==> src/hw/rtl/tbm_pkg.sv <==
// Package of the terrain band mask block: widths, latencies, shared types.
// Holds the CORDIC arctangent table. Depends on nothing.
package tbm_pkg;

  localparam int HEIGHT_WIDTH = 24;
  localparam int SPW          = 24;
  localparam int DW           = HEIGHT_WIDTH;
  localparam int PW           = DW + SPW;
  localparam int GW           = 31;
  localparam int NW           = 2 * GW + 1;
  localparam int SQRT_STEPS   = 32;
  localparam int RW           = 64;
  localparam int ROOTW        = 32;
  localparam int CORDIC_STEPS = 20;
  localparam int CW           = 56;
  localparam int ZW           = 26;
  localparam int SLW          = 15;
  localparam int XW           = ((HEIGHT_WIDTH + 1) > 25 ? (HEIGHT_WIDTH + 1) : 25) + 1;
  localparam int BW           = 24;
  localparam int FW           = 23;
  localparam int DIV_STEPS    = 15;
  localparam int WW           = 16;
  localparam int ADDR_W       = 5;

  localparam logic [WW-1:0] ONE_Q15 = 16'h8000;

  localparam int GRAD_LAT    = 5 + SQRT_STEPS;
  localparam int CORDIC_LAT  = CORDIC_STEPS + 1;
  localparam int BAND_LAT    = 1 + DIV_STEPS + 4;
  localparam int TBM_LATENCY = GRAD_LAT + CORDIC_LAT + BAND_LAT;

  localparam logic [1:0] PROP_ALT   = 2'd0;
  localparam logic [1:0] PROP_SLOPE = 2'd1;

  typedef enum logic [2:0] {
    REG_MASK_MODE,
    REG_BAND_LOW,
    REG_BAND_HIGH,
    REG_FALLOFF_BELOW,
    REG_FALLOFF_ABOVE,
    REG_HALF_INV_X,
    REG_HALF_INV_Z,
    REG_STRENGTH
  } reg_idx_e;

  typedef struct packed {
    logic [2:0]      mask_mode;
    logic [BW-1:0]   band_low;
    logic [BW-1:0]   band_high;
    logic [FW-1:0]   falloff_below;
    logic [FW-1:0]   falloff_above;
    logic [SPW-1:0]  half_inv_x;
    logic [SPW-1:0]  half_inv_z;
    logic [WW-1:0]   strength;
  } cfg_t;

  typedef struct packed {
    logic [HEIGHT_WIDTH-1:0] centre;
    logic [HEIGHT_WIDTH-1:0] west;
    logic [HEIGHT_WIDTH-1:0] east;
    logic [HEIGHT_WIDTH-1:0] north;
    logic [HEIGHT_WIDTH-1:0] south;
    logic                    centre_missing;
    logic                    west_missing;
    logic                    east_missing;
    logic                    north_missing;
    logic                    south_missing;
  } item_t;

  typedef struct packed {
    logic          zero;
    logic          use_slope;
    logic [XW-1:0] x;
  } side_t;

  // atan(2^-i) in degrees, Q.16
  function automatic logic [ZW-1:0] atan_q16(input int unsigned i);
    logic [ZW-1:0] v;
    case (i)
      0:       v = ZW'(2949120);
      1:       v = ZW'(1740967);
      2:       v = ZW'(919879);
      3:       v = ZW'(466945);
      4:       v = ZW'(234379);
      5:       v = ZW'(117304);
      6:       v = ZW'(58666);
      7:       v = ZW'(29335);
      8:       v = ZW'(14668);
      9:       v = ZW'(7334);
      10:      v = ZW'(3667);
      11:      v = ZW'(1833);
      12:      v = ZW'(917);
      13:      v = ZW'(458);
      14:      v = ZW'(229);
      15:      v = ZW'(115);
      16:      v = ZW'(57);
      17:      v = ZW'(29);
      18:      v = ZW'(14);
      19:      v = ZW'(7);
      default: v = '0;
    endcase
    return v;
  endfunction

endpackage

==> src/hw/rtl/tbm_regs.sv <==
// Configuration register file of the band mask block, APB-style write and read.
// Depends on tbm_pkg.
module tbm_regs import tbm_pkg::*; (
  input  logic              clk_i,
  input  logic              rst_ni,
  input  logic              psel,
  input  logic              penable,
  input  logic              pwrite,
  input  logic [ADDR_W-1:0] paddr,
  input  logic [31:0]       pwdata,
  output logic [31:0]       prdata,
  output logic              pready,
  output cfg_t              cfg_o
);

  cfg_t     cfg_q;
  reg_idx_e idx;
  logic     wr_en;

  assign idx    = reg_idx_e'(paddr[ADDR_W-1:2]);
  assign wr_en  = psel && penable && pwrite;
  assign pready = 1'b1;
  assign cfg_o  = cfg_q;

  always_ff @(posedge clk_i or negedge rst_ni) begin
    if (!rst_ni) begin
      cfg_q.mask_mode     <= '0;
      cfg_q.band_low      <= '0;
      cfg_q.band_high     <= '0;
      cfg_q.falloff_below <= '0;
      cfg_q.falloff_above <= '0;
      cfg_q.half_inv_x    <= SPW'(65536);
      cfg_q.half_inv_z    <= SPW'(65536);
      cfg_q.strength      <= ONE_Q15;
    end else if (wr_en) begin
      unique case (idx)
        REG_MASK_MODE:     cfg_q.mask_mode     <= pwdata[2:0];
        REG_BAND_LOW:      cfg_q.band_low      <= pwdata[BW-1:0];
        REG_BAND_HIGH:     cfg_q.band_high     <= pwdata[BW-1:0];
        REG_FALLOFF_BELOW: cfg_q.falloff_below <= pwdata[FW-1:0];
        REG_FALLOFF_ABOVE: cfg_q.falloff_above <= pwdata[FW-1:0];
        REG_HALF_INV_X:    cfg_q.half_inv_x    <= pwdata[SPW-1:0];
        REG_HALF_INV_Z:    cfg_q.half_inv_z    <= pwdata[SPW-1:0];
        REG_STRENGTH:      cfg_q.strength      <= pwdata[WW-1:0];
        default:           cfg_q.mask_mode     <= cfg_q.mask_mode;
      endcase
    end
  end

  always_comb begin
    unique case (idx)
      REG_MASK_MODE:     prdata = 32'(cfg_q.mask_mode);
      REG_BAND_LOW:      prdata = 32'(cfg_q.band_low);
      REG_BAND_HIGH:     prdata = 32'(cfg_q.band_high);
      REG_FALLOFF_BELOW: prdata = 32'(cfg_q.falloff_below);
      REG_FALLOFF_ABOVE: prdata = 32'(cfg_q.falloff_above);
      REG_HALF_INV_X:    prdata = 32'(cfg_q.half_inv_x);
      REG_HALF_INV_Z:    prdata = 32'(cfg_q.half_inv_z);
      REG_STRENGTH:      prdata = 32'(cfg_q.strength);
      default:           prdata = '0;
    endcase
  end

endmodule

==> config.mk <==
export PLATFORM = sky130hd
export DESIGN_NAME = tbm_regs
export DESIGN_NICKNAME = d
export VERILOG_FILES = /design/src/hw/rtl/tbm_pkg.sv /design/src/hw/rtl/tbm_regs.sv
export SDC_FILE = /design/constraint.sdc
export NUM_CORES = 1
export LEC_CHECK = 0
export ABC_AREA = 1
export BUFFER_PORTS_ARGS = -buffer_cell sky130_fd_sc_hd__buf_2
export CAP_MARGIN = 20
export CORE_UTILIZATION = 35
export DETAILED_ROUTE_END_ITERATION = 16
export GPL_ROUTABILITY_DRIVEN = 0
export PLACE_DENSITY = 0.6
export SLEW_MARGIN = 5
export SYNTH_ARGS = -nofsm -noshare
export SYNTH_HDL_FRONTEND = slang
export SYNTH_SLANG_ARGS = --single-unit
==> constraint.sdc <==
create_clock -name clk_i -period 1.6 [get_ports clk_i]
set_clock_uncertainty 0.15 [all_clocks]
set_input_delay 0.16 -clock clk_i [delete_from_list [all_inputs] [get_ports clk_i]]
set_output_delay 0.16 -clock clk_i [all_outputs]
set_load 0.005 [all_outputs]
==> results of run 1 <==
power breakdown:
| group | switching [mW] | total, mW | internal (mW) |
|---|---|---|---|
| Sequential | 0.562 | 5.50 | 4.94 |
| Clock | 1.68 | 4.39 | 2.71 |
| Combinational | 1.78 | 3.56 | 1.78 |
| Total | 4.03 | 13.5 | 9.43 |
layout by cell type (no fill, tap or decap), types with 7 or more instances in the layout:
| cell | synthesis | routed |
|---|---|---|
| inv_2 | 3 | 12 |
| buf_4 | 17 | 109 |
| nor2_2 | 2 | 7 |
| o21ai_0 | 131 | 105 |
| nor2_1 | 109 | 102 |
| a21oi_1 | 36 | 35 |
| conb_1 | 2 | 9 |
| o21ai_2 | 23 | 26 |
| nand3_1 | 19 | 19 |
| o21ai_1 | 8 | 31 |
| dfrtp_1 | 158 | 158 |
| nand2_1 | 195 | 195 |
| inv_1 | 94 | 83 |
| dlygate4sd3_1 | 0 | 25 |
| buf_2 | 18 | 213 |
| nand4_1 | 52 | 52 |
| clkbuf_16 | 0 | 17 |
| buf_12 | 0 | 19 |
synth_stat cells (all sizes together):
cell	instances
a21oi	36
buf	53
clkbuf	14
conb	2
dfrtp	158
dfstp	3
inv	99
nand2	198
nand3	25
nand3b	4
nand4	52
nor2	113
nor3	1
o21ai	162
or2	1
metal layers:
metal	vias to the layer above	routed length, um	track usage (%)
met4	0	652	7.88
met2	289	12100	36.8
met1	3522	12100	32.7
met3	48	1800	5.39
li1	3635	-	-
met5	-	0	0
final cells by class:
| type | instances | area (um2) |
|---|---|---|
| Inverter | 99 | 382 |
| Sequential cell | 161 | 4030 |
| Fill cell | 2017 | 10400 |
| Multi-Input combinational cell | 601 | 2920 |
| Timing Repair Buffer | 370 | 2560 |
| Clock inverter | 10 | 159 |
| Tap cell | 275 | 344 |
| Clock buffer | 20 | 467 |
path summary, 6_finish.rpt:
kind                                 start          to  slack (ps)
max in group asynchronous           rst_ni   cfg_o[71]         640
worst min register to register  cfg_o[156]  cfg_o[156]         360
worst max register to register   cfg_o[56]   cfg_o[56]         480
worst max-delay path             cfg_o[15]  prdata[15]         -80
worst min-delay path                rst_ni   cfg_o[74]          60
min in group clk_i                 penable   cfg_o[56]         210
critical path, stage by stage, from the launching register on:
cell,delay [ps]
dfstp_2,530
nand4_1,90
o21ai_1,90
nor2_1,50
nand2_1,60
buf_2,120
timing repair:
action	4_1_cts	5_1_grt
endpoints found under the setup margin	22	23
gates cloned	0	0
endpoints found under the hold margin	307	0
pin swaps	25	54
hold buffers	25	0
gates resized for setup	17	37
buffers inserted	42	29
cells by family after synthesis:
family	count (synthesis)	share of synthesized area, %
other	2	0.0975
AOI/OAI and AO/OA	198	14.0
DFF	161	52.4
buffers and inverters	166	10.6
and+or+nand+nor	394	22.9
through the flow:
stage          total power, mW  utilization (%)
2_1_floorplan             6.81                -
3_3_place_gp              8.43             44.1
3_5_place_dp              8.49             44.1
4_1_cts                   13.3             49.8
5_1_grt                   14.2             51.1
6_report                  13.5             51.1
==> impl_metrics.yaml, run 1 <==
grt:
  grt_pass1_vias: 6956
  grt_pass1_wl_um: 39700
  antenna_found_initial: 1
  grt_max_degree: 41
  overflow: 0
  track_usage_pct: 23.8
power_and_ir_drop:
  power_density_nw_per_um2: 1240
  vdd_drop_max_v: 0.000676
  p_leak_nw: 5.69
sta:
  min_period_ps: 1680
  fin_tns_setup_ps: -177
  layout_worst_path_cycle_share_pct: 105
  hold-worst-slack_ps: 59.5
  hold_viol: 0
  timing.fmax_ghz: 0.597
  drv_slew: 0
  fin_ws_ps: -75.5
  setup_viol: 6
  rsz0062_at_grt: "true"
clocking:
  cts.sinks: 161
  root_buffer: "clkbuf_16"
  htree_levels: 4
  clockBufferDepth: 2
  cts_buffers: 17
  cts_tree: "built"
  clk_pin_slew_ps: 60
  insertion_delay_ps: 430
synth:
  ys_top_cells_by_area: "dfrtp_1, nand2_1, o21ai_0"
  seq_area_frac_synth_pct: 52.4
  netlist.area_leader.share_pct: 51.4
  ys_ff_latch: 161
  synth_top_cell_by_area: "dfrtp_1"
  synth_cells: 921
  synth_cell_types: 28
  postSynthAreaPerCell_um2: 8.36
  syn-cell-area_um2: 7700
  ys_warn_count: 0
worst_setup_path:
  arrival_ps: 1370
  required_ps: 1290
  cp-end-kind: "output port"
  worstSetupStartpointType: "register"
  reg2reg_depth: 4
  cp_max_fo: 2
  criticalPathCategory: "register to output port"
hold_path:
  hp-class: "input pin to async pin"
die:
  ioPinCount: 236
  rows: 53
  fp.coreArea_um2: 21300
  start_util_pct: 36.2
  dieArea_um2: 22600
  die_y_um: 150
  die_x_um: 150
route:
  drt-vias-per-instance: 4.88
  drt-initial-drc-count: 404
  drt-pass1-iter-count: 4
  postRouteWirelength_um: 26700
  drcViolationCount: 0
  drtAntennaViolNets: 0
  vias: 7494
  avgRoutedWirePerCell_um: 17.4
place:
  io_buffers: 216
  post-place-cells: 1410
  place_ws_ps: -28.1
  dpl_cell_area_um2: 9400
  dp_hpwl_um: 18400
finish:
  largest_reg_flops: 161
  antenna_cells: 0
  finish.instance_area_um2: 10900
  drive_gt1_share_pct: 35.1
  area_growth_pct: 41.2
  num-nets-final: 1292
  layout.cells.non_filler: 1536
job:
  cap_violations: 0
status:
  violations: "setup timing"
  status: "finished with violations"
(Power assumes the default switching activity.)
==> inputs of run 2 (changes only) <==
ABC_AREA = default   (was 1)
==> run 2 against run 1 <==
Effect of this change: the flow still finishes with violations (setup timing); core utilization is 1.8 points higher; sequential share of layout area is 0.82 points lower; register-to-register slack worse by 50 ps; clock power decreased by 7.1%; first-iteration DRC count shrank 39%; worst hold slack lost 41 ps; non-clock buffer count rose by 9; largest power group unchanged.
==> impl_metrics.yaml, run 2 <==
status:
  status: "finished with violations"
  violations: "setup timing"
sta:
  min_period_ps: 1990
  layout_worst_path_cycle_share_pct: 124
  hold-worst-slack_ps: 18.7
  rsz0062_at_grt: "true"
  setup_viol: 24
  timing.fmax_ghz: 0.503
  drv_slew: 0
  fin_ws_ps: -389
  hold_viol: 0
  fin_tns_setup_ps: -5720
synth:
  synth_cells: 517
  yosys-top-cells-count: "mux2_2, dfrtp_1, a221oi_1, mux2_4, buf_4"
  ys_top_cells_by_area: "dfrtp_1, mux2_2, mux2_4"
  synth_edf_count: 0
  seq_area_frac_synth_pct: 53.8
  postSynthAreaPerCell_um2: 14.5
  synthFlopType: "dfrtp_1"
  ys_ff_latch: 161
  synth_cell_types: 34
  netlist.area_leader.share_pct: 52.7
  ys_warn_count: 0
  async_reset_ff_share_pct: 100
  yosysMostFrequentCell: "mux2_2"
  synth_top_cell_by_area: "dfrtp_1"
  syn-cell-area_um2: 7500
route:
  drtAntennaViolNets: 0
  drt-vias-per-instance: 5.16
  drcViolationCount: 0
  drt-pass1-iter-count: 4
  postRouteWirelength_um: 25000
  drt-initial-drc-count: 247
  avgRoutedWirePerCell_um: 21.4
  vias: 6024
finish:
  num-nets-final: 922
  antenna_cells: 0
  mostFrequentLayoutCells: "buf_2, mux2_2, dfrtp_1"
  layout_commonest_cell: "buf_2"
  largest_reg_flops: 161
  area_growth_pct: 48.2
  layout.cells.non_filler: 1168
  drive_gt1_share_pct: 71.9
  seq_area_um2: 4030
  multi_input_area_um2: 3530
  post-route-util_pct: 52.9
  nFillCells: 1804
  finish.instance_area_um2: 11100
worst_setup_path:
  timing.rr.end: "cfg_o[23]"
  cp-end-kind: "output port"
  crit_end: "prdata[1]"
  cp_num_cells: 3
  worstSetupStartpointType: "register"
  arrival_ps: 1680
  reg2reg_from: "cfg_o[23]"
  crit_path_top_delay_cell: "mux4_2"
  r2r_slack_ps: 430
  cp_max_fo: 3
  slowest_delay_ps: 470
  crit_family: "multiplexers"
  cp_num_buf_inv: 1
  criticalPathCategory: "register to output port"
  required_ps: 1290
  critPathLaunch: "cfg_o[65]"
  reg2reg_depth: 3
  worstPathCellList: "mux4_2 > mux2_2 > buf_2"
clocking:
  insertion_delay_ps: 420
  htree_levels: 4
  clk_pin_slew_ps: 60
  cts_tree: "built"
  root_buffer: "clkbuf_16"
  clockBufferDepth: 2
  cts_buffers: 17
  cts.sinks: 161
die:
  start_util_pct: 35.7
  rows: 53
  ioPinCount: 236
  die_y_um: 148
  dieArea_um2: 22000
  fp.coreArea_um2: 21000
  die_x_um: 148
grt:
  grt_pass1_vias: 6515
  overflow: 0
  track_usage_pct: 23.2
  grt_pass1_wl_um: 37900
  grt_max_degree: 52
  antenna_found_initial: 0
job:
  cap_violations: 0
place:
  io_buffers: 216
  dp_hpwl_um: 17000
  post-place-cells: 1045
  dpl_cell_area_um2: 9490
power_and_ir_drop:
  power_density_nw_per_um2: 1200
  p_leak_nw: 5.58
  vdd_drop_max_v: 0.000649
hold_path:
  hp-class: "input pin to async pin"
==> run 2: cell count changes after synthesis, sizes merged, moves of 51 or more <==
cell   previous run  this run
inv              99         1
nor2            113        12
nand4            52         1
o21ai           162         7
mux2              0       197
nand2           198        16
==> run 2: final cells by class <==
class | instances | area share [%]
Inverter | 2 | 0.0676
Multi-Input combinational cell | 319 | 31.7
Timing Repair Buffer | 379 | 23.6
Clock buffer | 21 | 4.05
Tap cell | 275 | 3.10
Clock inverter | 11 | 1.16
Sequential cell | 161 | 36.3
==> run 2: worst min-delay path by stage <==
stage                      start    endpoint  slack (ps)  depth (start not counted)
after global routing      rst_ni  cfg_o[121]          10                          2
after CTS                 rst_ni  cfg_o[121]           8                          2
after floorplan           rst_ni    cfg_o[0]        -290                          0
after global placement    rst_ni  cfg_o[121]        -110                          1
final                     rst_ni  cfg_o[121]          20                          2
after detailed placement  rst_ni  cfg_o[121]        -100                          1
==> run 2: metal layers <==
| layer | GRT usage, % | up-vias | routed length, um |
|---|---|---|---|
| li1 | - | 2628 | - |
| met2 | 38.6 | 240 | 12100 |
| met1 | 28.8 | 3119 | 10600 |
| met5 | 0 | - | 0 |
| met3 | 6.01 | 37 | 1610 |
| met4 | 8.92 | 0 | 642 |
==> run 2: logic make-up after synthesis <==
kind of cell | count (synthesis) | share of synthesized area [%]
mux | 211 | 33.8
other cells | 2 | 0.100
buf+inv | 44 | 3.60
flops | 161 | 53.8
compound gates | 52 | 5.32
simple gates | 47 | 3.42
==> run 2: report_power, final <==
part           internal [mW]  switching, mW  total, mW
Clock                   2.35           1.72       4.08
Sequential              4.88          0.614       5.49
Combinational           2.28           1.51       3.79
Total                   9.52           3.85       13.4
==> run 2: through the flow <==
stage,setup slack (ps),total power [mW]
detailed placement,-222,8.59
CTS,-408,13.3
global placement,-198,8.49
finish,-389,13.4
global route,-445,14.0
floorplan,-0.839,6.86
==> run 2: what timing repair did <==
| item | 4_1_cts | 5_1_grt |
|---|---|---|
| endpoints found under the setup margin | 24 | 24 |
| cloned | 1 | 0 |
| pin swaps | 13 | 4 |
| setup buffers | 57 | 8 |
| hold buffers | 25 | 0 |
| endpoints found under the hold margin | 322 | 0 |
| resized for setup | 55 | 9 |
==> inputs of run 3 (changes only) <==
CORE_UTILIZATION = 51   (was 35)
PLACE_DENSITY = 0.82   (was 0.6)
==> run 3 against run 2 <==
Effect of this change: setup slack worse by 51 ps; wire length up 4.3%; critical endpoint is now prdata[0]; largest power group unchanged; highest routed layer unchanged; the run still ends with setup timing left; register-to-register slack worse by 30 ps.
==> impl_metrics.yaml, run 3 (synthesis gave the netlist of run 2 again) <==
place:
  dp_hpwl_um: 15700
  place_ws_ps: -213
  io_buffers: 216
route:
  drtAntennaViolNets: 0
  postRouteWirelength_um: 26100
  drt-pass1-iter-count: 6
  drt-initial-drc-count: 420
  vias: 6516
  drt-vias-per-instance: 5.98
  drcViolationCount: 0
  avgRoutedWirePerCell_um: 23.9
power_and_ir_drop:
  power_frac_clock_pct: 30.4
  p_int_mw: 9.82
  pwr-share-comb_pct: 29.4
  p_leak_nw: 5.70
  power_density_nw_per_um2: 1240
  totalPowerFinal_mw: 13.8
  power_frac_seq_pct: 40.2
  vdd_drop_max_v: 0.000752
  switching_share_pct: 28.9
  p_switching_mw: 3.99
grt:
  grt_max_degree: 45
  track_usage_pct: 34.5
  antenna_found_initial: 0
  overflow: 0
  grt_pass1_vias: 6862
  grt_pass1_wl_um: 38100
sta:
  layout_worst_path_cycle_share_pct: 128
  hold_viol: 0
  drv_slew: 0
  timing.fmax_ghz: 0.490
  fin_ws_ps: -440
  rsz0062_at_grt: "true"
  hold-worst-slack_ps: 30.7
  min_period_ps: 2040
  setup_viol: 24
finish:
  drive_gt1_share_pct: 72.0
  layout_commonest_cell: "buf_2"
  largest_reg_flops: 161
  antenna_cells: 0
  mostFrequentLayoutCells: "buf_2, mux2_2, dfrtp_1"
  area_growth_pct: 49.0
  num-nets-final: 939
status:
  violations: "setup timing"
  status: "finished with violations"
die:
  rows: 43
  dieArea_um2: 15200
  ioPinCount: 236
  fp.coreArea_um2: 14100
  die_x_um: 123
  start_util_pct: 53.2
  die_y_um: 123
worst_setup_path:
  cp-end-kind: "output port"
  reg2reg_depth: 3
  worstSetupStartpointType: "register"
  required_ps: 1290
  arrival_ps: 1730
  timing.rr.end: "cfg_o[37]"
  reg2reg_from: "cfg_o[37]"
  cp_max_fo: 3
  criticalPathCategory: "register to output port"
  r2r_slack_ps: 400
clocking:
  cts_buffers: 17
  clk_pin_slew_ps: 60
  cts.sinks: 161
  cts_tree: "built"
  htree_levels: 4
  insertion_delay_ps: 440
  clockBufferDepth: 2
  root_buffer: "clkbuf_16"
job:
  cap_violations: 0
hold_path:
  hp-class: "input pin to async pin"
==> run 3: cell count changes in the layout (fill, tap and decap cells not counted), moves of 2 or more <==
cell / before / now
a221oi_2: 23 / 18
a221oi_4: 1 / 5
buf_12: 18 / 16
buf_4: 119 / 140
clkinvlp_4: 5 / 3
inv_6: 3 / 0
mux2_2: 168 / 158
mux2_4: 29 / 39
nor2_1: 2 / 5
nor2_2: 4 / 2
==> run 3: timing repair <==
item / in CTS / in global routing
pin swaps: 19 / 14
resized for setup: 58 / 16
setup buffers: 57 / 21
setup endpoints to repair: 24 / 24
hold buffers: 25 / 0
endpoints found under the hold margin: 319 / 0
==> run 3: worst max-delay path by stage <==
stage	slack, ps	from	cells after the start	endpoint
after floorplan	-0.8	paddr[3]	5	cfg_o[134]
after global placement	-160	paddr[3]	7	prdata[3]
after detailed placement	-210	paddr[3]	7	prdata[3]
after CTS	-430	cfg_o[18]	3	prdata[2]
after global routing	-460	cfg_o[17]	3	prdata[1]
final	-440	cfg_o[40]	3	prdata[0]
==> run 3: worst max-delay path, stage by stage, from the launching register on <==
cell and delay [ps]:
dfrtp_1 410, mux4_2 480, mux2_4 280, buf_6 120
==> run 3: power groups by stage <==
stage | clock [mW] | combinational (mW) | sequential (mW)
finish | 4.20 | 4.06 | 5.55
global route | 4.37 | 4.32 | 5.61
CTS | 4.21 | 3.71 | 5.47
detailed placement | 0 | 2.96 | 5.59
global placement | 0 | 2.85 | 5.53
floorplan | 0 | 1.33 | 5.53
==> run 3: cell type report <==
type	instances	area, um2
multi-input combinational	319	3590
tap	180	225
timing repair buffer	396	2720
clock buffer	23	468
clock inverter	9	131
inverter	2	7.51
sequential	161	4030
fill	766	2920
==> run 3: per-layer routing <==
layer	global-route usage [%]	part of all wire [%]	vias up
met1	40.2	38	3302
met3	9.09	7.3	125
li1	-	-	2672
met5	0	0	-
met4	20.6	5.3	0
met2	57.2	49	417
==> run 3: metrics by stage <==
step,util (%),TNS [ps],cells,cell area (um2)
after global routing,79.3,-7980,1090,11200
final,79.3,-6950,1090,11200
after floorplan,-,-32.7,524,7530
after detailed placement,66.5,-20520,955,9380
after global placement,66.5,-16310,955,9380
after CTS,77.4,-6140,1069,10900
